[config.mk]
export PLATFORM = sky130hd
export DESIGN_NAME = ljpf_fifo
export DESIGN_NICKNAME = d
export VERILOG_FILES = /design/src/ljpf_pkg.sv /design/src/ljpf_fifo.sv
export SDC_FILE = /design/constraint.sdc
export NUM_CORES = 1
export LEC_CHECK = 0
export BUFFER_PORTS_ARGS = -buffer_cell sky130_fd_sc_hd__buf_2
export CORE_MARGIN = 2
export CORE_UTILIZATION = 30
export CTS_CLUSTER_SIZE = 24
export DETAILED_ROUTE_END_ITERATION = 10
export PLACE_DENSITY = 0.46
export SYNTH_ARGS = -nofsm -noshare
export SYNTH_HDL_FRONTEND = slang
export SYNTH_SLANG_ARGS = --single-unit
[constraint.sdc]
create_clock -name aclk -period 3.86 [get_ports aclk]
set_clock_uncertainty 0.2 [all_clocks]
set_input_delay 0.193 -clock aclk [delete_from_list [all_inputs] [get_ports aclk]]
set_output_delay 0.193 -clock aclk [all_outputs]
set_load 0.02 [all_outputs]
[src/ljpf_pkg.sv]
// Shared types and constants for the Lennard-Jones pair force accumulator.
package ljpf_pkg;

    localparam int unsigned ADDR_W = 6;

    localparam logic [ADDR_W-1:0] REG_BOX_X     = 6'h00;
    localparam logic [ADDR_W-1:0] REG_BOX_Y     = 6'h08;
    localparam logic [ADDR_W-1:0] REG_RM_SQ     = 6'h10;
    localparam logic [ADDR_W-1:0] REG_CUTOFF_SQ = 6'h18;
    localparam logic [ADDR_W-1:0] REG_EPS12     = 6'h20;

    // Pair entry handed from front to back end.
    typedef struct packed {
        logic        active;   // pair contributes (within cutoff, nonzero r2)
        logic        last;
        logic        dx_neg;
        logic        dy_neg;
        logic [31:0] adx;
        logic [31:0] ady;
        logic [63:0] r2;
    } pair_t;

    typedef struct packed {
        logic [31:0] rm_sq;
        logic [31:0] eps12;
    } coef_t;

endpackage

[src/ljpf_fifo.sv]
// Short queue between front and back ends.
module ljpf_fifo import ljpf_pkg::*; #(
    parameter int unsigned DEPTH = 4
) (
    input  logic  aclk,
    input  logic  aresetn,
    input  logic  wr_valid,
    output logic  wr_ready,
    input  pair_t wr_data,
    output logic  rd_valid,
    input  logic  rd_ready,
    output pair_t rd_data
);
    localparam int unsigned AW = (DEPTH > 1) ? $clog2(DEPTH) : 1;
    pair_t         mem_reg [DEPTH];
    logic [AW-1:0] wp_reg, rp_reg;
    logic [AW:0]   cnt_reg;
    logic          wr, rd;

    assign wr_ready = (cnt_reg != (AW+1)'(DEPTH));
    assign rd_valid = (cnt_reg != '0);
    assign wr = wr_valid && wr_ready;
    assign rd = rd_valid && rd_ready;
    assign rd_data = mem_reg[rp_reg];

    always_ff @(posedge aclk) begin
        if (!aresetn) begin
            wp_reg  <= '0;
            rp_reg  <= '0;
            cnt_reg <= '0;
        end else begin
            if (wr) wp_reg <= (wp_reg == AW'(DEPTH-1)) ? '0 : wp_reg + AW'(1);
            if (rd) rp_reg <= (rp_reg == AW'(DEPTH-1)) ? '0 : rp_reg + AW'(1);
            cnt_reg <= cnt_reg + (AW+1)'(wr) - (AW+1)'(rd);
        end
        if (wr) mem_reg[wp_reg] <= wr_data;
    end
endmodule

==> results.py <==
metrics = {
    "setup_path": {
        "crit_path_end_kind": "output port",
        "critPathTopFamily": "flip-flops",
        "crit_type": "flip-flop to output port",
        "critical_path.max_fanout": 35,
        "cpMaxStageDelayCell": "dfxtp_4",
        "slowest_delay_ns": 0.75,
        "crit_required_ns": 3.47,
        "cp.arrival_ns": 2.53,
        "r2r_cells": 11,
        "start_kind": "flip-flop",
        "reg2reg_from": "cnt_reg[1]",
        "r2r_slack_ns": 1.12,
        "cp_cell_sequence": "buf_12, mux4_2, buf_2",
        "crit_buf_inv": 2,
        "r2r_end": "cnt_reg[2]",
    },
    "power_and_ir_drop": {
        "ir_drop_v": 0.000484,
        "power.total_uw": 16800,
        "p_leak_uw": 0.00852,
        "netSwitchingFraction": 0.274,
        "power.net_switching_uw": 4620,
        "p_seq_frac": 0.431,
        "clockPowerShare": 0.341,
        "powerDensity_mw_per_mm2": 661,
        "power_frac_comb": 0.229,
        "p_int_uw": 12200,
    },
    "detailed_routing": {
        "routedWlPerCell_microns": 19.7,
        "drt_wl_total_microns": 41400,
        "vias": 9311,
        "drt_iter0_markers": 480,
        "drt-pass1-iter-count": 4,
        "vias_per_cell": 4.42,
        "drc_errors": 0,
        "drtAntennaViolNets": 0,
    },
    "clock_network": {
        "cts.clk_slew.worst_paths_ns": 0.06,
        "ctsResizeCount": 0,
        "clk_path_buf_depth": 3,
        "clock-sinks": 537,
        "cts_root_buf": "clkbuf_16",
        "insertion_delay_ns": 0.59,
        "tritoncts": "built",
        "numCtsBuffers": 58,
        "htree_num_levels": 2,
    },
    "placement": {
        "dp_hpwl_microns": 24300,
        "numPortBuffers": 269,
        "dpl_worst_slack_ns": 1.12,
        "place_congestion": 0.673,
        "dp_cells": 1858,
    },
    "worst_hold_path": {
        "worstHoldStart": "wr_data[2]",
        "hold_path_end": "mem_reg[3][2]",
        "worstHoldPathCells": 2,
        "hold_class": "input pin to flip-flop",
    },
    "cells_and_area": {
        "drive_gt1_frac": 0.416,
        "areaGrowthSynthToFinish_pct": 30.3,
        "layout.nets": 1344,
        "num-fill-cells": 5819,
        "largest_register_ffs": 528,
        "final_common_cell": "edfxtp_1",
        "post-route-util": 0.395,
        "final_cell_mix": "edfxtp_1 (528), buf_2 (269), dlygate4sd3_1 (137), mux4_2 (132), clkbuf_16 (59)",
        "layout.cells.non_filler": 2105,
    },
    "sta": {
        "relSlewSlack": 0.479,
        "rsz0062_at_grt": "false",
        "slew_violations": 0,
        "hold_violations": 0,
        "period_minus_slack_ns": 2.92,
        "fin_tns_setup_ns": 0,
        "worst_slack_ns": 0.940,
        "finalSetupViolations": 0,
        "max_freq_mhz": 343,
        "finalCritPeriodShare": 0.756,
        "worst_slew_pin_slew_ns": 0.781,
    },
    "floorplanning": {
        "core_area_sq_mm": 0.0643,
        "die_w_microns": 259,
        "rows": 93,
        "die_h_microns": 259,
        "start_util": 0.303,
        "dieArea_sq_mm": 0.0671,
        "io_pins": 270,
    },
    "run": {
        "drv_cap": 0,
    },
    "synthesis": {
        "syn_area_sq_mm": 0.0195,
        "ys_seq_area_frac": 0.821,
        "syn_nets": 886,
        "yosysUniqueCellTypes": 24,
        "ys_warn_count": 0,
        "syn_inst": 742,
        "ys_ff_latch": 537,
        "avgSynthCellArea_sq_um": 26.3,
    },
    "global_routing": {
        "grt_pass1_vias": 10400,
        "grt_usage": 0.123,
        "grt_max_degree": 67,
        "antenna_found_initial": 2,
        "grt_pass1_wl_microns": 62600,
        "grt.overflow.total": 0,
    },
    "run_status": {
        "status": "complete, no violations",
    },
}
==> worst register-to-register path, stage by stage (launching register included) <==
cell and delay (ns):
dfxtp_1 0.36, or3b_1 0.51, and2_4 0.22, inv_1 0.05
ha_1 0.22, inv_1 0.06, ha_1 0.14, inv_1 0.06
fa_1 0.40, xnor2_1 0.15, xnor2_1 0.13, and2_1 0.15
==> power by group through the flow <==
stage	Clock, uW	Combinational, uW	Sequential (uW)
after floorplan	0	2560	7300
after global placement	0	3840	7360
after detailed placement	0	3850	7390
after CTS	5930	3980	7270
after global routing	6140	4150	7310
final	5730	3850	7250
==> per-layer routing <==
layer  GRT usage  share of wire
met2       0.208           0.49
met4      0.0376          0.022
met3      0.0383          0.072
met5           0              0
met1       0.151           0.41
==> what timing repair did <==
action / 4_1_cts / 5_1_grt
buffers inserted: 0 / 0
hold endpoints to repair: 550 / 0
endpoints found under the setup margin: 0 / 0
hold buffers: 137 / 0
==> synth_stat cells <==
cell type	instances	area [sq um]
dfxtp_1	9	180
mux4_2	132	2970
mux2i_1	1	10.0
clkbuf_1	6	22.5
ha_1	7	87.6
edfxtp_1	528	15900
o31ai_1	1	7.51
or3b_1	1	8.76
nor2_1	2	7.51
o21ai_0	2	10.0
inv_1	6	22.5
and2_4	1	8.76
o21ai_1	1	5.00
nand3_1	2	10.0
nand2_1	5	18.8
xnor2_1	2	17.5
nor2b_1	1	6.26
or3_2	1	7.51
buf_6	11	124
and2_1	2	12.5
buf_2	15	75.1
fa_1	1	20.0
and3_2	4	30.0
nand4_1	1	6.26
==> worst max path at each step <==
stage | from | end | slack, ns | cells past startpoint
global route | flip-flop | rd_data[59] | 0.74 | 3
finish | flip-flop | rd_data[59] | 0.94 | 3
detailed placement | cnt_reg[1] | cnt_reg[2] | 1.12 | 11
global placement | cnt_reg[1] | cnt_reg[2] | 1.17 | 11
CTS | flip-flop | rd_data[59] | 0.80 | 3
floorplan | cnt_reg[1] | mem_reg[0][0] | 0.89 | 3
==> through the flow <==
| step | area (sq um) | hold slack (ns) |
|---|---|---|
| final | 25400 | 0.143 |
| after global routing | 25400 | 0.116 |
| after CTS | 25400 | 0.0843 |
| after detailed placement | 22100 | 0.208 |
| after global placement | 22100 | 0.208 |
| after floorplan | 19500 | 0.0919 |
==> layout make-up <==
class | count | area [sq um] | area share
multi-input cells | 167 | 3260 | 0.128
well taps | 855 | 1070 | 0.0420
inverters | 6 | 22.5 | 0.000885
repair buffers | 430 | 3060 | 0.120
clock buffers | 67 | 1510 | 0.0592
diodes | 3 | 7.51 | 0.000295
flip-flops and latches | 537 | 16000 | 0.630
clock inverters | 40 | 478 | 0.0188
==> cell families after synthesis <==
group	count (synthesis)	synth area share
flip-flops	537	0.821
buffers and inverters	38	0.0125
XOR/XNOR	2	0.000897
adder cells (fa/ha/maj)	8	0.00551
AO/OA/AOI/OAI	4	0.00115
multiplexers	133	0.153
AND/OR/NAND/NOR	20	0.00596
Power figures use the tool's default switching activity.
